--- src/design/cqcf_pkg.sv ---
package cqcf_pkg;

    // Sizes
    localparam int QUEUE_DEPTH_DEF = 32;
    localparam int MAX_RESULTS     = 32;
    localparam int CHAR_W          = 8;
    localparam int CNT_W           = 4;
    localparam int NUM_CLASSES     = 4;
    localparam logic [CNT_W-1:0] CLASS_LIMIT_RST = 4'd5;

    // Action codes
    localparam logic [1:0] ACT_PUSH = 2'd0;
    localparam logic [1:0] ACT_POP  = 2'd1;
    localparam logic [1:0] ACT_DUMP = 2'd2;

    // Status codes
    localparam logic [1:0] ST_OK      = 2'd0;
    localparam logic [1:0] ST_REFUSED = 2'd1;
    localparam logic [1:0] ST_EMPTY   = 2'd2;

    // Character classes
    localparam logic [1:0] CLS_DIGIT  = 2'd0;
    localparam logic [1:0] CLS_LOWER  = 2'd1;
    localparam logic [1:0] CLS_UPPER  = 2'd2;
    localparam logic [1:0] CLS_SYMBOL = 2'd3;

    localparam logic [CHAR_W-1:0] CH_0     = "0";
    localparam logic [CHAR_W-1:0] CH_9     = "9";
    localparam logic [CHAR_W-1:0] CH_LC_A  = "a";
    localparam logic [CHAR_W-1:0] CH_LC_Z  = "z";
    localparam logic [CHAR_W-1:0] CH_UC_A  = "A";
    localparam logic [CHAR_W-1:0] CH_UC_Z  = "Z";

    // Controller to datapath commands
    typedef struct packed {
        logic accept;     // input transaction taken this cycle
        logic rd_load;    // memory read data is ready, build result from it
        logic dump_next;  // result taken during a dump, fetch the next byte
    } t_dp_cmd;

    // Datapath to controller status
    typedef struct packed {
        logic act_push;   // pending input is a push
        logic act_read;   // pending input is a pop or a dump
        logic occ_zero;   // queue is empty
        logic more;       // dump has further bytes after the held result
    } t_dp_sts;

    // Classify one byte
    function automatic logic [1:0] class_of(input logic [CHAR_W-1:0] b);
        logic [1:0] c;
        if (b >= CH_0 && b <= CH_9) begin
            c = CLS_DIGIT;
        end else if (b >= CH_LC_A && b <= CH_LC_Z) begin
            c = CLS_LOWER;
        end else if (b >= CH_UC_A && b <= CH_UC_Z) begin
            c = CLS_UPPER;
        end else begin
            c = CLS_SYMBOL;
        end
        return c;
    endfunction

endpackage

--- src/design/cqcf_in_if.sv ---
interface cqcf_in_if import cqcf_pkg::*; ();
    logic              valid;
    logic              ready;
    logic [1:0]        action;
    logic [CHAR_W-1:0] char_in;

    modport source (output valid, output action, output char_in, input ready);
    modport sink   (input valid, input action, input char_in, output ready);
endinterface

--- src/design/cqcf_out_if.sv ---
interface cqcf_out_if import cqcf_pkg::*; ();
    logic              valid;
    logic              ready;
    logic [1:0]        status;
    logic [CHAR_W-1:0] char_out;
    logic              char_valid;
    logic              last_of_run;
    logic [CNT_W-1:0]  digit_count;
    logic [CNT_W-1:0]  lower_count;
    logic [CNT_W-1:0]  upper_count;
    logic [CNT_W-1:0]  symbol_count;

    modport source (output valid, output status, output char_out, output char_valid,
                    output last_of_run, output digit_count, output lower_count,
                    output upper_count, output symbol_count, input ready);
    modport sink   (input valid, input status, input char_out, input char_valid,
                    input last_of_run, input digit_count, input lower_count,
                    input upper_count, input symbol_count, output ready);
endinterface

--- src/design/cqcf_ctrl.sv ---
module cqcf_ctrl import cqcf_pkg::*; (
    input  logic    i_clk,
    input  logic    i_rst_n,
    input  logic    i_in_valid,
    output logic    o_in_ready,
    output logic    o_out_valid,
    input  logic    i_out_ready,
    input  t_dp_sts i_sts,
    output t_dp_cmd o_cmd
);

    typedef enum logic [1:0] {
        S_IDLE,
        S_READ,
        S_HOLD
    } t_state;

    t_state r_state;
    logic   r_in_ready;
    logic   r_out_valid;

    // Commands to the datapath
    always_comb begin
        o_cmd.accept    = r_in_ready & i_in_valid;
        o_cmd.rd_load   = (r_state == S_READ);
        o_cmd.dump_next = (r_state == S_HOLD) & i_out_ready & i_sts.more;
    end

    // State and registered handshake outputs
    always_ff @(posedge i_clk) begin
        if (!i_rst_n) begin
            r_state     <= S_IDLE;
            r_in_ready  <= 1'b1;
            r_out_valid <= 1'b0;
        end else begin
            case (r_state)
                S_IDLE: begin
                    if (i_in_valid) begin
                        if (i_sts.act_push || (i_sts.act_read && i_sts.occ_zero)) begin
                            r_state     <= S_HOLD;
                            r_in_ready  <= 1'b0;
                            r_out_valid <= 1'b1;
                        end else if (i_sts.act_read) begin
                            r_state    <= S_READ;
                            r_in_ready <= 1'b0;
                        end
                    end
                end
                S_READ: begin
                    r_state     <= S_HOLD;
                    r_out_valid <= 1'b1;
                end
                S_HOLD: begin
                    if (i_out_ready) begin
                        r_out_valid <= 1'b0;
                        if (i_sts.more) begin
                            r_state <= S_READ;
                        end else begin
                            r_state    <= S_IDLE;
                            r_in_ready <= 1'b1;
                        end
                    end
                end
                default: begin
                    r_state     <= S_IDLE;
                    r_in_ready  <= 1'b1;
                    r_out_valid <= 1'b0;
                end
            endcase
        end
    end

    assign o_in_ready  = r_in_ready;
    assign o_out_valid = r_out_valid;

endmodule

--- src/design/cqcf_dp.sv ---
module cqcf_dp import cqcf_pkg::*; #(
    parameter int QUEUE_DEPTH = QUEUE_DEPTH_DEF
) (
    input  logic              i_clk,
    input  logic              i_rst_n,
    input  t_dp_cmd           i_cmd,
    output t_dp_sts           o_sts,
    input  logic [1:0]        i_action,
    input  logic [CHAR_W-1:0] i_char_in,
    input  logic              i_cfg_wr_en,
    input  logic [CNT_W-1:0]  i_cfg_wr_data,
    output logic [1:0]        o_status,
    output logic [CHAR_W-1:0] o_char_out,
    output logic              o_char_valid,
    output logic              o_last_of_run,
    output logic [CNT_W-1:0]  o_digit_count,
    output logic [CNT_W-1:0]  o_lower_count,
    output logic [CNT_W-1:0]  o_upper_count,
    output logic [CNT_W-1:0]  o_symbol_count
);

    localparam int PTR_W  = $clog2(QUEUE_DEPTH);
    localparam int OCC_W  = $clog2(QUEUE_DEPTH + 1);
    localparam int LEFT_W = $clog2(MAX_RESULTS + 1);

    logic [CHAR_W-1:0] mem [QUEUE_DEPTH];

    logic [PTR_W-1:0]  r_head;
    logic [PTR_W-1:0]  r_tail;
    logic [PTR_W-1:0]  r_rd_ptr;
    logic [OCC_W-1:0]  r_occ;
    logic [CNT_W-1:0]  r_cnt [NUM_CLASSES];
    logic [CNT_W-1:0]  n_cnt [NUM_CLASSES];
    logic [CNT_W-1:0]  r_limit;
    logic [LEFT_W-1:0] r_left;
    logic              r_is_dump;
    logic              r_more;
    logic [CHAR_W-1:0] r_rd_data;

    logic [1:0]        r_res_status;
    logic [CHAR_W-1:0] r_res_char;
    logic              r_res_valid;
    logic              r_res_last;

    logic [1:0]        push_cls;
    logic [1:0]        pop_cls;
    logic              occ_full;
    logic              push_refused;
    logic              push_do;
    logic              pop_do;
    logic              rd_start;
    logic              rd_en;
    logic [PTR_W-1:0]  rd_addr;
    logic [PTR_W-1:0]  rd_ptr_inc;
    logic [PTR_W-1:0]  head_inc;
    logic [PTR_W-1:0]  tail_inc;
    logic [LEFT_W-1:0] dump_len;

    function automatic logic [PTR_W-1:0] ptr_inc(input logic [PTR_W-1:0] p);
        return (p == PTR_W'(QUEUE_DEPTH - 1)) ? '0 : p + 1'b1;
    endfunction

    // Decode and queue conditions
    always_comb begin
        push_cls     = class_of(i_char_in);
        pop_cls      = class_of(r_rd_data);
        occ_full     = (r_occ == OCC_W'(QUEUE_DEPTH));
        push_refused = occ_full || (r_cnt[push_cls] >= r_limit);
        push_do      = i_cmd.accept && (i_action == ACT_PUSH) && !push_refused;
        pop_do       = i_cmd.rd_load && !r_is_dump;
        rd_start     = i_cmd.accept && (r_occ != '0) &&
                       ((i_action == ACT_POP) || (i_action == ACT_DUMP));
        rd_en        = rd_start || i_cmd.dump_next;
        rd_ptr_inc   = ptr_inc(r_rd_ptr);
        head_inc     = ptr_inc(r_head);
        tail_inc     = ptr_inc(r_tail);
        rd_addr      = i_cmd.dump_next ? rd_ptr_inc : r_head;
        if (int'(r_occ) > MAX_RESULTS) begin
            dump_len = LEFT_W'(MAX_RESULTS);
        end else begin
            dump_len = LEFT_W'(r_occ);
        end
    end

    // Class counter next values
    always_comb begin
        for (int k = 0; k < NUM_CLASSES; k++) begin
            n_cnt[k] = r_cnt[k];
            if (push_do && (push_cls == 2'(k))) begin
                n_cnt[k] = r_cnt[k] + 1'b1;
            end else if (pop_do && (pop_cls == 2'(k)) && (r_cnt[k] != '0)) begin
                n_cnt[k] = r_cnt[k] - 1'b1;
            end
        end
    end

    // Byte store, registered read
    always_ff @(posedge i_clk) begin
        if (push_do) begin
            mem[r_tail] <= i_char_in;
        end
        if (rd_en) begin
            r_rd_data <= mem[rd_addr];
        end
    end

    // Control registers: pointers, counts, limit
    always_ff @(posedge i_clk) begin
        if (!i_rst_n) begin
            r_head  <= '0;
            r_tail  <= '0;
            r_occ   <= '0;
            r_limit <= CLASS_LIMIT_RST;
            r_more  <= 1'b0;
            for (int k = 0; k < NUM_CLASSES; k++) begin
                r_cnt[k] <= '0;
            end
        end else begin
            if (i_cfg_wr_en) begin
                r_limit <= i_cfg_wr_data;
            end
            for (int k = 0; k < NUM_CLASSES; k++) begin
                r_cnt[k] <= n_cnt[k];
            end
            if (push_do) begin
                r_tail <= tail_inc;
                r_occ  <= r_occ + 1'b1;
            end
            if (pop_do) begin
                r_head <= head_inc;
                r_occ  <= r_occ - 1'b1;
            end
            if (i_cmd.accept) begin
                r_more <= 1'b0;
            end else if (i_cmd.rd_load) begin
                r_more <= r_is_dump && (r_left != LEFT_W'(1));
            end
        end
    end

    // Read walk and result register
    always_ff @(posedge i_clk) begin
        if (i_cmd.accept) begin
            case (i_action)
                ACT_PUSH: begin
                    r_res_status <= push_refused ? ST_REFUSED : ST_OK;
                    r_res_char   <= '0;
                    r_res_valid  <= 1'b0;
                    r_res_last   <= 1'b1;
                end
                ACT_POP, ACT_DUMP: begin
                    r_res_status <= ST_EMPTY;
                    r_res_char   <= '0;
                    r_res_valid  <= 1'b0;
                    r_res_last   <= 1'b1;
                    r_rd_ptr     <= r_head;
                    r_left       <= dump_len;
                    r_is_dump    <= (i_action == ACT_DUMP);
                end
                default: ;
            endcase
        end
        if (i_cmd.rd_load) begin
            r_res_status <= ST_OK;
            r_res_char   <= r_rd_data;
            r_res_valid  <= 1'b1;
            r_res_last   <= !r_is_dump || (r_left == LEFT_W'(1));
        end
        if (i_cmd.dump_next) begin
            r_rd_ptr <= rd_ptr_inc;
            r_left   <= r_left - 1'b1;
        end
    end

    // Status to controller
    always_comb begin
        o_sts.act_push = (i_action == ACT_PUSH);
        o_sts.act_read = (i_action == ACT_POP) || (i_action == ACT_DUMP);
        o_sts.occ_zero = (r_occ == '0);
        o_sts.more     = r_more;
    end

    assign o_status       = r_res_status;
    assign o_char_out     = r_res_char;
    assign o_char_valid   = r_res_valid;
    assign o_last_of_run  = r_res_last;
    assign o_digit_count  = r_cnt[CLS_DIGIT];
    assign o_lower_count  = r_cnt[CLS_LOWER];
    assign o_upper_count  = r_cnt[CLS_UPPER];
    assign o_symbol_count = r_cnt[CLS_SYMBOL];

endmodule

--- src/design/class_quota_char_fifo_core.sv ---
// Push, refused push and pop/dump on an empty queue: result valid in the cycle after acceptance.
// Pop and each dump byte: the store read is registered, then the result register is loaded from it.
// A dump returns n bytes, n at most 32;
// one item at a time, the next is taken the cycle after the final result is taken.
// Reset (synchronous, active low): empty queue, zero class counts, class limit 5;
// the byte store is not cleared and needs no clearing pass.
module class_quota_char_fifo_core import cqcf_pkg::*; #(
    parameter int QUEUE_DEPTH = QUEUE_DEPTH_DEF
) (
    input  logic             i_clk,
    input  logic             i_rst_n,
    input  logic             i_cfg_wr_en,
    input  logic [CNT_W-1:0] i_cfg_wr_data,
    cqcf_in_if.sink          i_in,
    cqcf_out_if.source       o_out
);

    t_dp_cmd cmd;
    t_dp_sts sts;

    // Transaction sequencing
    cqcf_ctrl u_ctrl (
        .i_clk       (i_clk),
        .i_rst_n     (i_rst_n),
        .i_in_valid  (i_in.valid),
        .o_in_ready  (i_in.ready),
        .o_out_valid (o_out.valid),
        .i_out_ready (o_out.ready),
        .i_sts       (sts),
        .o_cmd       (cmd)
    );

    // Queue storage, class counters and result register
    cqcf_dp #(
        .QUEUE_DEPTH (QUEUE_DEPTH)
    ) u_dp (
        .i_clk          (i_clk),
        .i_rst_n        (i_rst_n),
        .i_cmd          (cmd),
        .o_sts          (sts),
        .i_action       (i_in.action),
        .i_char_in      (i_in.char_in),
        .i_cfg_wr_en    (i_cfg_wr_en),
        .i_cfg_wr_data  (i_cfg_wr_data),
        .o_status       (o_out.status),
        .o_char_out     (o_out.char_out),
        .o_char_valid   (o_out.char_valid),
        .o_last_of_run  (o_out.last_of_run),
        .o_digit_count  (o_out.digit_count),
        .o_lower_count  (o_out.lower_count),
        .o_upper_count  (o_out.upper_count),
        .o_symbol_count (o_out.symbol_count)
    );

endmodule
--- src/flat_wrapper.sv ---
// flat-port wrapper written by rule: the top's interface ports become plain ports
module class_quota_char_fifo_core_flat import cqcf_pkg::*;
#(
    parameter int QUEUE_DEPTH = QUEUE_DEPTH_DEF
)
  (i_clk, i_rst_n, i_cfg_wr_en, i_cfg_wr_data, i_in_valid, i_in_action, i_in_char_in, i_in_ready, o_out_valid, o_out_status, o_out_char_out, o_out_char_valid, o_out_last_of_run, o_out_digit_count, o_out_lower_count, o_out_upper_count, o_out_symbol_count, o_out_ready);
  cqcf_in_if i_in_i ();
  cqcf_out_if o_out_i ();
  input  logic i_clk;
  input  logic i_rst_n;
  input  logic i_cfg_wr_en;
  input  logic [CNT_W-1:0] i_cfg_wr_data;
  input wire logic [$bits(i_in_i.valid)-1:0] i_in_valid;
  input wire logic [$bits(i_in_i.action)-1:0] i_in_action;
  input wire logic [$bits(i_in_i.char_in)-1:0] i_in_char_in;
  output wire logic [$bits(i_in_i.ready)-1:0] i_in_ready;
  output wire logic [$bits(o_out_i.valid)-1:0] o_out_valid;
  output wire logic [$bits(o_out_i.status)-1:0] o_out_status;
  output wire logic [$bits(o_out_i.char_out)-1:0] o_out_char_out;
  output wire logic [$bits(o_out_i.char_valid)-1:0] o_out_char_valid;
  output wire logic [$bits(o_out_i.last_of_run)-1:0] o_out_last_of_run;
  output wire logic [$bits(o_out_i.digit_count)-1:0] o_out_digit_count;
  output wire logic [$bits(o_out_i.lower_count)-1:0] o_out_lower_count;
  output wire logic [$bits(o_out_i.upper_count)-1:0] o_out_upper_count;
  output wire logic [$bits(o_out_i.symbol_count)-1:0] o_out_symbol_count;
  input wire logic [$bits(o_out_i.ready)-1:0] o_out_ready;
  assign i_in_i.valid = i_in_valid;
  assign i_in_i.action = i_in_action;
  assign i_in_i.char_in = i_in_char_in;
  assign i_in_ready = i_in_i.ready;
  assign o_out_valid = o_out_i.valid;
  assign o_out_status = o_out_i.status;
  assign o_out_char_out = o_out_i.char_out;
  assign o_out_char_valid = o_out_i.char_valid;
  assign o_out_last_of_run = o_out_i.last_of_run;
  assign o_out_digit_count = o_out_i.digit_count;
  assign o_out_lower_count = o_out_i.lower_count;
  assign o_out_upper_count = o_out_i.upper_count;
  assign o_out_symbol_count = o_out_i.symbol_count;
  assign o_out_i.ready = o_out_ready;
  class_quota_char_fifo_core #(.QUEUE_DEPTH(QUEUE_DEPTH)) u_core (.i_clk(i_clk), .i_rst_n(i_rst_n), .i_cfg_wr_en(i_cfg_wr_en), .i_cfg_wr_data(i_cfg_wr_data), .i_in(i_in_i), .o_out(o_out_i));
endmodule
--- config.mk ---
export PLATFORM = sky130hd
export DESIGN_NAME = class_quota_char_fifo_core_flat
export DESIGN_NICKNAME = d
export VERILOG_FILES = /design/src/design/cqcf_pkg.sv /design/src/design/cqcf_in_if.sv /design/src/design/cqcf_out_if.sv /design/src/design/cqcf_ctrl.sv /design/src/design/cqcf_dp.sv /design/src/design/class_quota_char_fifo_core.sv /design/src/flat_wrapper.sv
export SDC_FILE = /design/constraint.sdc
export NUM_CORES = 1
export LEC_CHECK = 0
export ABC_AREA = 1
export BUFFER_PORTS_ARGS = -buffer_cell sky130_fd_sc_hd__buf_2
export CAP_MARGIN = 20
export CORE_MARGIN = 1
export CORE_UTILIZATION = 50
export DETAILED_ROUTE_END_ITERATION = 8
export PLACE_DENSITY = 0.67
export SYNTH_ARGS = -nofsm -noshare
export SYNTH_HDL_FRONTEND = slang
export SYNTH_SLANG_ARGS = --single-unit
--- constraint.sdc ---
create_clock -name i_clk -period 3.65 [get_ports i_clk]
set_clock_uncertainty 0.1 [all_clocks]
set_input_delay 0.73 -clock i_clk [delete_from_list [all_inputs] [get_ports i_clk]]
set_output_delay 0.73 -clock i_clk [all_outputs]
set_load 0.05 [all_outputs]
Word-level counts from Yosys, hierarchy flattened

Memories as Yosys holds them, arrays and structs flattened. A register that Yosys moved wholly into a read port is not among the register bits.
Index checks and enable logic that the tools add are counted.

Word-level logic and storage cells: 193
Memories kept: 2
RAM bits: 272
Register bits: 49

Bitwise operators: 9
Muxes and demuxes: 59
Eq/ne operators: 21
Magnitude comparators: 14
Reductions and logical operators: 59
Add/subtract/negate cells: 14

Memory list:

| name              | depth | bits a word | rd ports | clocked after memory_dff | write ports | RTL line      | RTL |
|---|---|---|---|---|---|---|---|
| u_core.u_dp.mem   | 32    | 8           | 1        | 1                        | 1           | cqcf_dp.sv:26 | `logic [CHAR_W-1:0] mem [QUEUE_DEPTH];` |
| u_core.u_dp.r_cnt | 4     | 4           | 5        | 0                        | 4           | cqcf_dp.sv:32 | `logic [CNT_W-1:0] r_cnt [NUM_CLASSES];` |

Operators by type and width:

| kind                                                            | count |
|---|---|
| two-way mux 4 bit                                               | 12 |
| two-way mux 6 bit                                               | 6 |
| two-way mux 5 bit                                               | 7 |
| >= comparator 8 x 7 -> 1 bit (second input constant)            | 4 |
| less-or-equal comparator 8 x 7 -> 1 bit (second input constant) | 4 |
| logical AND 1 bit                                               | 25 |
| two-way mux 8 bit                                               | 3 |
| two-way mux 1 bit                                               | 19 |
| adder 4 x 1 -> 4 bit (second input constant)                    | 4 |
| >= comparator 8 x 6 -> 1 bit (second input constant)            | 2 |
| less-or-equal comparator 8 x 6 -> 1 bit (second input constant) | 2 |
| two-way mux 2 bit                                               | 8 |
| nonzero test 4 bit                                              | 4 |
| subtractor 4 x 1 -> 4 bit (second input constant)               | 4 |
| adder 5 x 1 -> 5 bit (second input constant)                    | 3 |
| equality test 5 bit (second input constant)                     | 3 |
| equality test 2 bit (second input constant)                     | 6 |
| nonzero test 2 bit                                              | 6 |
| subtractor 6 x 1 -> 6 bit (second input constant)               | 2 |
| AND reduction 2 bit                                             | 5 |
| equality test 2 x 1 -> 1 bit (second input constant)            | 4 |
| logical NOT 2 bit                                               | 4 |
| inequality test 2 bit (second input constant)                   | 4 |
| adder 6 x 1 -> 6 bit (second input constant)                    | 1 |
| other kinds (20)                                                | 34 |

Depth between registers and ports, before layout

Gate-level depths: netlist (run 1).
An unclocked memory read counts as a cell.

Depth after elaboration: 13
Depth in mapped cells: 27
Depth with buffers taken out: 27

Hierarchy

Synthesis (run 1) repeated with hierarchy kept, for this count alone.

Cell total of the unflattened synthesis: 1388
Area, all modules: 14870.5 um^2

Modules (own cells, without submodules):

| module    | area each (um^2) | cells each | instances | sequential area each (um^2) |
|---|---|---|---|---|
| cqcf_dp   | 14647.8          | 1352       | 1         | 9359.0 |
| cqcf_ctrl | 222.7            | 36         | 1         | 80.1 |

Least setup slack after synthesis (run 1)

No wires, ideal clock.

Path kind: input to register
Start point: input port i_in_char_in[2]
End point: memory u_core.u_dp.mem[15][0] (enable)
Cell stages on the path: 17
Data required time: 3.167 ns
Library setup time: 0.383 ns
Slack: -0.231 ns
Arrival time: 3.398 ns
Cell sequence: or2_2 nor2_1 nand2_1 nand2_1 nand2_1 nand3_1 nor2_1 a211oi_1 ha_1 nand2_1 inv_1 o21ai_0 nand3_1 nor3_2 buf_2 nand3_1 nor3_1

Longest elaborated chain between the ends: 12
Elaborated cells on any way between the ends: 19
Classes of those cells: order compare (7); mux (5); reduce/logical (6); memory (1)

RTL lines:

| item                                                                                           | RTL line           | RTL |
|---|---|---|
| from (decl)                                                                                    | flat_wrapper.sv:15 | `input wire logic [$bits(i_in_i.char_in)-1:0] i_in_char_in;` |
| >= comparator 8 x 7 -> 1 bit / less-or-equal comparator 8 x 7 -> 1 bit (equally long branches) | cqcf_pkg.sv:56     | `end else if (b >= CH_UC_A && b <= CH_UC_Z) begin` |
| logical AND 1 bit                                                                              | cqcf_pkg.sv:56     |  |
| two-way mux 1 bit                                                                              | cqcf_pkg.sv:56     |  |
| two-way mux 2 bit                                                                              | cqcf_pkg.sv:54     | `end else if (b >= CH_LC_A && b <= CH_LC_Z) begin` |
| two-way mux 2 bit *                                                                            | cqcf_pkg.sv:52     | `if (b >= CH_0 && b <= CH_9) begin` |
| memory (4 x 4 bit) *                                                                           | --                 |  |
| >= comparator 4 bit *                                                                          | cqcf_dp.sv:68      | `push_refused = occ_full \|\| (r_cnt[push_cls] >= r_limit);` |
| logical OR 1 bit *                                                                             | cqcf_dp.sv:68      |  |
| logical NOT 1 bit *                                                                            | cqcf_dp.sv:69      | `push_do = i_cmd.accept && (i_action == ACT_PUSH) && !push_refused;` |
| logical AND 1 bit *                                                                            | cqcf_dp.sv:69      |  |
| two-way mux 1 bit *                                                                            | cqcf_dp.sv:99      | `if (push_do) begin` |
| two-way mux 1 bit (not written as such) *                                                      | cqcf_dp.sv:100     | `mem[r_tail] <= i_char_in;` |
| to (decl)                                                                                      | cqcf_dp.sv:26      |  |

Mark *: on every way between the ends. The rest lies on a longest branch, timed or not.

==> results of run 1 <==
-- state kept, by name, summed over array words and instances (netlist names), 4 cells and up --
name / cells
u_core.u_dp.mem: 256
u_core.u_dp.o_char_out: 8
u_core.u_dp.r_cnt: 16
u_core.u_dp.r_head: 5
u_core.u_dp.r_left: 6
u_core.u_dp.r_limit: 4
u_core.u_dp.r_occ: 6
u_core.u_dp.r_rd_data: 8
u_core.u_dp.r_rd_ptr: 5
u_core.u_dp.r_tail: 5
-- placed cells by master, fill, tap and decap left out, drive strengths merged, types with 2 or more instances in the layout --
master / Yosys / routed
a211oi: 5 / 5
a21oi: 42 / 42
a22oi: 2 / 2
buf: 58 / 154
bufinv: 0 / 3
clkbuf: 13 / 46
clkinv: 0 / 12
dfxtp: 44 / 44
edfxtp: 285 / 285
fa: 5 / 5
ha: 31 / 31
inv: 232 / 235
nand2: 313 / 313
nand3: 317 / 317
nand3b: 56 / 56
nand4: 5 / 5
nor2: 99 / 99
nor3: 17 / 17
nor3b: 3 / 3
o21ai: 37 / 37
o22ai: 5 / 5
xnor2: 6 / 6
xor2: 7 / 7
-- worst max-delay path, cell delays in order --
cell and delay (ns):
buf_2 0.14, nand2_1 0.12, nor2_2 0.19, nand2_1 0.07
nand2_1 0.07, nand2_2 0.06, nand2_4 0.12, inv_1 0.09
a211oi_2 0.23, ha_1 0.28, nand2_1 0.08, inv_1 0.05
o21ai_1 0.07, nand3_1 0.16, nor3_4 0.24, buf_6 0.16
nand2_4 0.08, ha_4 0.24, a21oi_4 0.15, nand2_2 0.07
nor3_2 0.15, nand2_1 0.08, nand3_1 0.07, nand2_1 0.05
nor2_1 0.13
-- power breakdown --
part           switching (mW)  leakage [nW]  internal, mW
logic                   0.794          4.15         0.343
clock network            1.47         0.596          2.19
registers              0.0607          2.93          4.19
-- worst paths after layout --
path                            cells after the start                  endpoint  slack (ns)                     start
worst min register to register                      2  u_core.u_dp.o_char_valid        0.34  u_core.u_dp.o_char_valid
worst max-delay path                               25   u_core.u_dp.r_cnt[3][3]        0.12           i_in_char_in[4]
worst max register to register                     16  u_core.u_dp.r_rd_data[6]        0.60   u_core.u_dp.r_rd_ptr[0]
worst min-delay path                                3    u_core.u_dp.r_limit[0]        0.33          i_cfg_wr_data[0]
-- cells by family after synthesis --
kind of cell / share of synthesized area, %
simple gates: 23.94
buf+inv: 7.997
flops: 60.70
compound gates: 3.492
xor+xnor: 0.7322
fa+ha+maj: 3.138
-- metrics by stage --
stage                     power, mW  utilization, %  worst slack [ns]
after floorplan               5.055               -           -0.1888
after global routing          9.370           60.59           -0.1212
after CTS                     9.080           60.02           0.03411
after global placement        5.412           56.10           -0.3681
after detailed placement      5.436           56.10           -0.5065
final                         9.046           60.59            0.1182
-- repair_timing --
item	CTS	global route
buffers inserted	0	2
gates resized for setup	0	36
endpoints found under the setup margin	0	271
-- metal layers --
layer  up-vias  GRT usage (%)  share of wire (%)
met5         -              0                  0
met1      5398          33.57                 44
met4         0          5.756                1.8
met3        59          3.815                5.9
met2       369          39.81                 48
li1       5595              -                  -
-- layout make-up --
class                           instances  area [um^2]
Sequential cell                       329         9439
Timing Repair Buffer                  154         1403
Inverter                              232        870.8
Clock inverter                         19        185.2
Clock buffer                           46         1013
Fill cell                            2523        12060
Multi-Input combinational cell        957         5127
Tap cell                              396        495.5
==> reports/qor.txt, run 1 <==
max_cap viols -> 0
area of the mapped netlist -> 15,550 um^2
Setup CP Type -> input pin to register
number of buffers on the longest clock path -> 3
worst vdd ir -> 0.4260 mV
commonest register cell after synthesis -> edfxtp_1
post-layout instance count excluding filler cells -> 2,133
leading cell type by number of instances after synthesis -> nand3_1
maximum clock frequency -> 283.1 MHz
share of the clock period used by the worst path after layout -> 96.76%
final weighted congestion of routability-driven global placement -> 0.8563
synthesized instance count -> 1,589
Inserted Clock Buffers -> 37
cell area after placement -> 17,160 um^2
detailed-routing iteration count for the pre-antenna-repair pass -> 6
vertical extent of the die -> 178.4 um
final antenna diode count -> 0
final instance area -> 18,530 um^2
average wire length per cell after detail routing -> 17.78 um
count of standard-cell rows -> 64
fraction of layout instances using a drive strength above 1 -> 16.23%
Tightest Hold Check Type -> input pin to register
Clock transition at path regs -> 0.06 ns
post-synth top area cell -> edfxtp_1
number of enable flip-flop cells after synthesis -> 285
hold buffer count at cts -> 0
setup total negative slack -> 0 ns
root cell of the clock tree -> clkbuf_16
via total after detailed routing -> 11,421
ports placed on the boundary -> 49
GRT Util Overall -> 24.20%
outcome -> finished, final reports clean
Worst EP arrival -> 3.89 ns
global-route wire length before repair -> 59,170 um
maximum number of pins on one net before global-route repair -> 66
fraction of synthesized cell area taken by the top area cell type -> 55.03%
Core ar. -> 30,590 um^2
# H-tree levels -> 2
Max Transition Viols Final -> 0
fraction of registers with async set/reset -> 0%
Synth Net Count -> 1,644
worst-path fanout max -> 6
total die area -> 31,810 um^2
data required time at the worst endpoint -> 4.01 ns
vias in the first global route -> 10,846
unrepaired setup endpoints after global routing -> true
worst-margin pin slew -> 0.6362 ns
top cells by area, synth -> edfxtp_1 (55%), nand3_1 (10%), nand2_1 (7.6%), dfxtp_1 (5.7%), inv_1 (5.5%)
total of warnings raised by yosys -> 0
starting utilization of the core area -> 50.84%
Startpoint Class -> input pin
Post-Synthesis Mean Instance Area -> 9.787 um^2
port bufs -> 48
count of distinct cell types in the synthesized netlist -> 35
Iter 0 DRT Violations -> 879
power density over the cells -> 488.1 nW/um^2
Horiz. Die Dim -> 178.4 um
# DRC -> 0
kind of end point of the critical path -> register
clock latency reported for the late side of the worst-skew pair -> 0.53 ns
CTS sink cnt -> 329
final critical path time including I/O delays and setup -> 3.532 ns
number of antenna violations at the first check in global routing -> 0
most used standard cells in the synthesized netlist -> nand3_1 (317), nand2_1 (313), edfxtp_1 (285)
GRT Residual Overflow -> 0
area growth from synthesis to layout -> 19.18%
TritonCTS clock tree -> done
Final HPWL DP -> 24,330 um
sequential-to-total area share from yosys stat -> 60.70%
Slew HR -> 57.05%
number of cells after detailed placement -> 2,066
residual antenna-violating net count after detailed routing -> 0
hold slack -> 0.3261 ns
Final Hold Viols -> 0
final net count -> 1,766
standby leakage power -> 7.680 nW
total wire length -> 37,930 um
synthesis-stage register bit count -> 329
total setup violations reported at the end of the flow -> 0
post-DR vias/cell -> 5.354
Power figures use the tool's default switching activity.
==> inputs of run 2 (changes only) <==
--- a/config.mk
+++ b/config.mk
@@ -8,7 +8,7 @@
 export ABC_AREA = 1
 export BUFFER_PORTS_ARGS = -buffer_cell sky130_fd_sc_hd__buf_2
 export CAP_MARGIN = 20
-export CORE_MARGIN = 1
+export CORE_MARGIN = 2
 export CORE_UTILIZATION = 50
 export DETAILED_ROUTE_END_ITERATION = 8
 export PLACE_DENSITY = 0.67
==> run 2 against run 1 <==
  * Final cell count about the same
  * Sequential share of layout area down 0.20 points
  * Final area up 0.40%
  * First-iteration DRC count up 36%
  * Critical path type unchanged
==> reports/qor.txt, run 2 (synthesis gave the netlist of run 1 again) <==
outcome -> finished, final reports clean (unchanged)
clock latency reported for the late side of the worst-skew pair -> 0.53 ns (about the same)
Inserted Clock Buffers -> 37 (unchanged)
final net count -> 1,765 (was 1,766)
Critical Path Stages -> 25 (unchanged)
maximum number of pins on one net before global-route repair -> 129 (was 66)
Clock transition at path regs -> 0.06 ns (about the same)
Tightest Hold Check Type -> input pin to register (unchanged)
leading cell types in the layout, fill and taps excluded -> nand3_1 (315), nand2_1 (299), edfxtp_1 (285), inv_1 (225), buf_4 (75) (was nand3_1 (314), nand2_1 (301), edfxtp_1 (285), inv_1 (226), buf_4 (76))
port bufs -> 48 (unchanged)
post-DR vias/cell -> 5.426 (was 5.354)
Worst EP arrival -> 3.93 ns (was 3.89 ns)
detailed-routing iteration count for the pre-antenna-repair pass -> 5 (was 6)
Final Hold Viols -> 0 (unchanged)
R2R cell count -> 15 (was 16)
Internal Dissipation -> 6.787 mW (was 6.726 mW)
data required time at the worst endpoint -> 4.01 ns (about the same)
residual antenna-violating net count after detailed routing -> 0 (unchanged)
CP peak stage delay -> 0.30 ns (was 0.28 ns)
Crit path max-delay family -> simple AND/OR/NAND/NOR gates (unchanged)
hold slack -> 0.3167 ns (was 0.3261 ns)
Core ar. -> 30,590 um^2 (unchanged)
vias in the first global route -> 11,045 (was 10,846)
starting utilization of the core area -> 50.84% (unchanged)
end point of the critical path -> u_core.u_dp.r_cnt[3][3] (unchanged)
maximum clock frequency -> 279.9 MHz (was 283.1 MHz)
count of standard-cell rows -> 64 (unchanged)
Max Transition Viols Final -> 0 (unchanged)
GRT Util Overall -> 23.38% (was 24.20%)
root cell of the clock tree -> clkbuf_16 (unchanged)
share of the clock period used by the worst path after layout -> 97.87% (was 96.76%)
standby leakage power -> 7.692 nW (was 7.680 nW)
CTS sink cnt -> 329 (unchanged)
Slew HR -> 51.55% (was 57.05%)
sum of buffers and inverters on the critical path -> 4 (unchanged)
total wire length -> 37,960 um (was 37,930 um)
total setup violations reported at the end of the flow -> 0 (unchanged)
area growth from synthesis to layout -> 19.66% (was 19.18%)
final antenna diode count -> 0 (unchanged)
max_cap viols -> 0 (unchanged)
worst vdd ir -> 0.4097 mV (was 0.4260 mV)
power density over the cells -> 490.1 nW/um^2 (was 488.1 nW/um^2)
Regs by FF count -> u_core.u_dp.mem x256, u_core.u_dp.r_cnt x16 (unchanged)
final weighted congestion of routability-driven global placement -> 0.8290 (was 0.8563)
Setup CP Type -> input pin to register (unchanged)
GRT Residual Overflow -> 0 (unchanged)
fraction of power spent switching nets -> 25.57% (was 25.64%)
largest reg by FF count -> u_core.u_dp.mem (unchanged)
Crit path top cell by count -> nand2_1 (unchanged)
overall power consumption -> 9.119 mW (was 9.046 mW)
setup total negative slack -> 0 ns (unchanged)
cell area after placement -> 17,080 um^2 (was 17,160 um^2)
slowest cell on the critical path -> nor3_4 (was ha_1)
average wire length per cell after detail routing -> 17.79 um (was 17.78 um)
origin of the critical flop-to-flop path -> u_core.u_dp.r_rd_ptr[0] (unchanged)
TritonCTS clock tree -> done (unchanged)
number of buffers on the longest clock path -> 3 (unchanged)
net switching component of the power -> 2.332 mW (was 2.320 mW)
reg2reg end -> u_core.u_dp.r_rd_data[4] (was u_core.u_dp.r_rd_data[6])
worst slack at placement -> -0.5777 ns (was -0.5065 ns)
final instance area -> 18,610 um^2 (was 18,530 um^2)
combinational fraction of design power -> 12.3% (was 12.6%)
worst hold path startpoint -> i_cfg_wr_data[0] (unchanged)
fraction of layout instances using a drive strength above 1 -> 16.23% (about the same)
Iter 0 DRT Violations -> 1,193 (was 879)
unrepaired setup endpoints after global routing -> true (unchanged)
reg-to-reg slack, setup -> 0.47 ns (was 0.60 ns)
number of antenna violations at the first check in global routing -> 1 (was 0)
final critical path time including I/O delays and setup -> 3.572 ns (was 3.532 ns)
kind of end point of the critical path -> register (unchanged)
clock group share of total power -> 41.1% (was 40.4%)
via total after detailed routing -> 11,580 (was 11,421)
total die area -> 32,530 um^2 (was 31,810 um^2)
setup slack of the critical path after layout -> 0.07763 ns (was 0.1182 ns)
Startpoint Class -> input pin (unchanged)
vertical extent of the die -> 180.4 um (was 178.4 um)
worst setup path startpoint -> i_in_char_in[0] (was i_in_char_in[4])
flip-flop count of the largest register after layout -> 256 (unchanged)
Horiz. Die Dim -> 180.4 um (was 178.4 um)
sequential share of power -> 46.6% (was 47.0%)
# DRC -> 0 (unchanged)
most common cell after layout, fill and taps aside -> nand3_1 (unchanged)
global-route wire length before repair -> 60,290 um (was 59,170 um)
ports placed on the boundary -> 49 (unchanged)
Final HPWL DP -> 23,380 um (was 24,330 um)
# H-tree levels -> 2 (unchanged)
worst-margin pin slew -> 0.7258 ns (was 0.6362 ns)
worst-path fanout max -> 5 (was 6)
-- run 2: cell count changes in the layout (fill, tap and decap cells not counted), moves of 3 or more --
cell / before / now
a21oi_1: 41 / 38
a21oi_2: 0 / 4
buf_2: 48 / 45
buf_6: 1 / 6
clkbuf_1: 5 / 2
clkinv_1: 2 / 11
inv_6: 3 / 0
nor2_1: 65 / 68
nor2_2: 33 / 28
-- run 2: routing by layer --
layer | vias to the layer above | global-route usage [%] | share of wire (%)
li1 | 5598 | - | -
met1 | 5507 | 32.74 | 43
met2 | 407 | 38.12 | 48
met3 | 66 | 3.658 | 6.6
met4 | 2 | 6.419 | 1.9
met5 | - | 0 | 0.034
-- run 2: final cells by class --
| cell class | count | area (um^2) |
|---|---|---|
| clock buffers | 40 | 958.4 |
| clock inverters | 27 | 264.0 |
| fillers | 2561 | 11980 |
| inverters | 232 | 870.8 |
| multi-input cells | 957 | 5184 |
| flip-flops and latches | 329 | 9439 |
| well taps | 396 | 495.5 |
| repair buffers | 153 | 1396 |
-- run 2: worst min path at each step --
stage	endpoint	slack, ns	cells past startpoint
6_report	u_core.u_dp.r_limit[0]	0.32	3
5_1_grt	u_core.u_dp.r_limit[0]	0.31	3
4_1_cts	u_core.u_dp.r_limit[0]	0.31	3
3_5_place_dp	u_core.u_dp.o_char_valid	0.33	2
3_3_place_gp	u_core.u_dp.o_char_valid	0.33	2
2_1_floorplan	u_core.u_dp.r_limit[0]	0.34	2
-- run 2: repair_timing --
action / in CTS / in global routing
pin swaps: 1 / 32
gates resized for setup: 2 / 52
hold buffers: 0 / 0
setup buffers: 2 / 7
endpoints found under the setup margin: 2 / 270
cloned: 0 / 0
-- run 2: worst min-delay path, stage by stage --
cell	delay, ns
buf_2	0.07
nand2_1	0.04
nand3_1	0.07
-- run 2: power groups by stage --
| stage | Sequential [mW] | Clock [mW] | Combinational (mW) |
|---|---|---|---|
| 2_1_floorplan | 4.47 | 0 | 0.585 |
| 3_3_place_gp | 4.33 | 0 | 1.06 |
| 3_5_place_dp | 4.33 | 0 | 1.08 |
| 4_1_cts | 4.25 | 3.79 | 1.09 |
| 5_1_grt | 4.26 | 3.95 | 1.24 |
| 6_report | 4.25 | 3.74 | 1.12 |
-- run 2: stage by stage --
| step | cells | utilization, % |
|---|---|---|
| CTS | 2127 | 59.89 |
| floorplan | 1589 | - |
| finish | 2134 | 60.83 |
| global route | 2134 | 60.83 |
| detailed placement | 2058 | 55.82 |
| global placement | 2058 | 55.82 |
==> inputs of run 3 (changes only) <==
--- a/config.mk
+++ b/config.mk
@@ -11,7 +11,8 @@
 export CORE_MARGIN = 2
 export CORE_UTILIZATION = 50
 export DETAILED_ROUTE_END_ITERATION = 8
-export PLACE_DENSITY = 0.67
+export HOLD_SLACK_MARGIN = 0.1
+export PLACE_DENSITY_LB_ADDON = 0.3
 export SYNTH_ARGS = -nofsm -noshare
 export SYNTH_HDL_FRONTEND = slang
 export SYNTH_SLANG_ARGS = --single-unit
==> run 3 against run 2 <==
  * Register-to-register slack worse by 0.05 ns
  * Critical path depth is 2 lower
  * Clock power hardly changed
==> reports/qor.txt, run 3 (synthesis gave the netlist of run 1 again) <==
number of cells traversed by the worst hold path -> 3 (unchanged)
Horiz. Die Dim -> 180.4 um (unchanged)
CTS sink cnt -> 329 (unchanged)
Worst EP arrival -> 3.68 ns (was 3.93 ns)
maximum number of pins on one net before global-route repair -> 129 (unchanged)
Iter 0 DRT Violations -> 1,226 (was 1,193)
number of buffers on the longest clock path -> 3 (unchanged)
count of standard-cell rows -> 64 (unchanged)
Max Transition Viols Final -> 0 (unchanged)
final critical path time including I/O delays and setup -> 3.542 ns (was 3.572 ns)
flip-flop count of the largest register after layout -> 256 (unchanged)
cell area after placement -> 17,060 um^2 (was 17,080 um^2)
outcome -> finished, final reports clean (unchanged)
average wire length per cell after detail routing -> 18.28 um (was 17.79 um)
clock latency reported for the late side of the worst-skew pair -> 0.54 ns (was 0.53 ns)
filler instances -> 2,508 (was 2,561)
post-DR vias/cell -> 5.507 (was 5.426)
Startpoint Class -> input pin (unchanged)
final weighted congestion of routability-driven global placement -> 0.8563 (was 0.8290)
Final Hold Viols -> 0 (unchanged)
area growth from synthesis to layout -> 19.10% (was 19.66%)
leading cell types in the layout, fill and taps excluded -> nand3_1 (312), nand2_1 (301), edfxtp_1 (285), inv_1 (226), buf_4 (74) (was nand3_1 (315), nand2_1 (299), edfxtp_1 (285), inv_1 (225), buf_4 (75))
port bufs -> 48 (unchanged)
# DRC -> 0 (unchanged)
Setup CP Type -> input pin to register (unchanged)
share of the clock period used by the worst path after layout -> 97.03% (was 97.87%)
vias in the first global route -> 11,155 (was 11,045)
total setup violations reported at the end of the flow -> 0 (unchanged)
number of cells after detailed placement -> 2,059 (was 2,058)
most common cell after layout, fill and taps aside -> nand3_1 (unchanged)
reg-to-reg slack, setup -> 0.42 ns (was 0.47 ns)
Final HPWL DP -> 23,580 um (was 23,380 um)
total die area -> 32,530 um^2 (unchanged)
Inserted Clock Buffers -> 37 (unchanged)
# H-tree levels -> 2 (unchanged)
reg2reg end -> u_core.u_dp.r_rd_data[5] (was u_core.u_dp.r_rd_data[4])
max_cap viols -> 0 (unchanged)
vertical extent of the die -> 180.4 um (unchanged)
TritonCTS clock tree -> done (unchanged)
Tightest Hold Check Type -> input pin to register (unchanged)
global-route wire length before repair -> 61,030 um (was 60,290 um)
standby leakage power -> 7.667 nW (was 7.692 nW)
final antenna diode count -> 0 (unchanged)
area of combinational cells with multiple inputs -> 5149 um^2 (was 5184 um^2)
fraction of layout instances using a drive strength above 1 -> 15.96% (was 16.23%)
Regs by FF count -> u_core.u_dp.mem x256, u_core.u_dp.r_cnt x16 (unchanged)
origin of the critical flop-to-flop path -> u_core.u_dp.r_rd_ptr[0] (unchanged)
GRT Util Overall -> 23.61% (was 23.38%)
R2R cell count -> 15 (unchanged)
residual antenna-violating net count after detailed routing -> 0 (unchanged)
data required time at the worst endpoint -> 3.79 ns (was 4.01 ns)
final net count -> 1,762 (was 1,765)
final instance area -> 18,520 um^2 (was 18,610 um^2)
number of antenna violations at the first check in global routing -> 0 (was 1)
Slew HR -> 53.07% (was 51.55%)
root cell of the clock tree -> clkbuf_16 (unchanged)
via total after detailed routing -> 11,741 (was 11,580)
worst slack at placement -> -0.7457 ns (was -0.5777 ns)
ports placed on the boundary -> 49 (unchanged)
power density over the cells -> 494.5 nW/um^2 (was 490.1 nW/um^2)
detailed-routing iteration count for the pre-antenna-repair pass -> 5 (unchanged)
worst vdd ir -> 0.4484 mV (was 0.4097 mV)
total wire length -> 38,970 um (was 37,960 um)
Clock transition at path regs -> 0.06 ns (about the same)
setup slack of the critical path after layout -> 0.1083 ns (was 0.07763 ns)
worst-path fanout max -> 10 (was 5)
worst hold path startpoint -> i_cfg_wr_data[0] (unchanged)
setup total negative slack -> 0 ns (unchanged)
starting utilization of the core area -> 50.84% (unchanged)
maximum clock frequency -> 282.4 MHz (was 279.9 MHz)
post-layout instance count excluding filler cells -> 2,132 (was 2,134)
overall power consumption -> 9.158 mW (was 9.119 mW)
GRT Residual Overflow -> 0 (unchanged)
largest reg by FF count -> u_core.u_dp.mem (unchanged)
Hold Path End -> u_core.u_dp.r_limit[0] (unchanged)
FF/Latch Area -> 9439 um^2 (unchanged)
kind of end point of the critical path -> register (unchanged)
Core ar. -> 30,590 um^2 (unchanged)
worst-margin pin slew -> 0.7040 ns (was 0.7258 ns)
==> run 3: changes by cell type in the layout (fill, tap and decap cells not counted), moves of 3 or more <==
cell and change:
buf_2 +3, buf_6 -3, clkbuf_1 +6, clkbuf_8 +4, clkinv_1 -6, clkinv_2 -3, nand3_1 -3, nand3_2 +3
==> run 3: worst max path at each step <==
stage                         start                      end  slack (ns)  depth (start not counted)
CTS                 i_in_char_in[2]  u_core.u_dp.r_cnt[0][3]       0.004                         26
finish              i_in_char_in[0]    u_core.u_dp.mem[7][1]        0.11                         23
global route        i_in_char_in[7]  u_core.u_dp.r_cnt[1][3]        -0.1                         28
detailed placement  i_in_char_in[2]  u_core.u_dp.r_cnt[0][3]       -0.75                         26
floorplan           i_in_char_in[2]   u_core.u_dp.mem[15][0]       -0.19                         17
global placement    i_in_char_in[2]  u_core.u_dp.r_cnt[0][3]       -0.64                         26
==> run 3: critical path: stages <==
cell and delay, ns:
buf_2 0.13, or2_4 0.27, nor2_4 0.11, nand2_2 0.06, nand2_2 0.07, nand2_4 0.10
buf_6 0.14, nor2_2 0.08, nor2_1 0.07, o21ai_1 0.07, inv_1 0.05, ha_1 0.27
nand2_1 0.06, inv_1 0.07, o21ai_2 0.08, nand3_2 0.12, buf_4 0.15, buf_4 0.11
nor2_1 0.17, nand2_1 0.08, buf_4 0.19, nor3_1 0.25, buf_4 0.25
==> run 3: power by group <==
group	switching, mW	internal, mW
clock network	1.53	2.23
registers	0.0604	4.19
logic	0.812	0.333
total	2.41	6.75
==> run 3: what timing repair did <==
item | in CTS | in global routing
hold buffers | 0 | 0
cloned | 0 | 0
buffers inserted | 3 | 2
pin swaps | 3 | 13
endpoints found under the setup margin | 16 | 272
gates resized for setup | 12 | 29
==> run 3: through the flow <==
stage	hold slack (ns)	util, %
3_3_place_gp	0.3249	55.77
2_1_floorplan	0.3354	-
6_report	0.3207	60.55
4_1_cts	0.3147	60.08
3_5_place_dp	0.3283	55.77
5_1_grt	0.3475	60.55
==> run 3: per-layer routing <==
metal	global-route usage, %	routed length, um
met3	3.375	2519
met5	0	0
met2	38.47	18520
met4	7.000	967
met1	33.08	16960
==> run 3: cell type report <==
type | count | share of cell area, %
clock buffers | 50 | 5.593
clock inverters | 18 | 1.088
inverters | 232 | 4.702
multi-input cells | 957 | 27.80
flip-flops and latches | 329 | 50.96
well taps | 396 | 2.675
repair buffers | 150 | 7.181
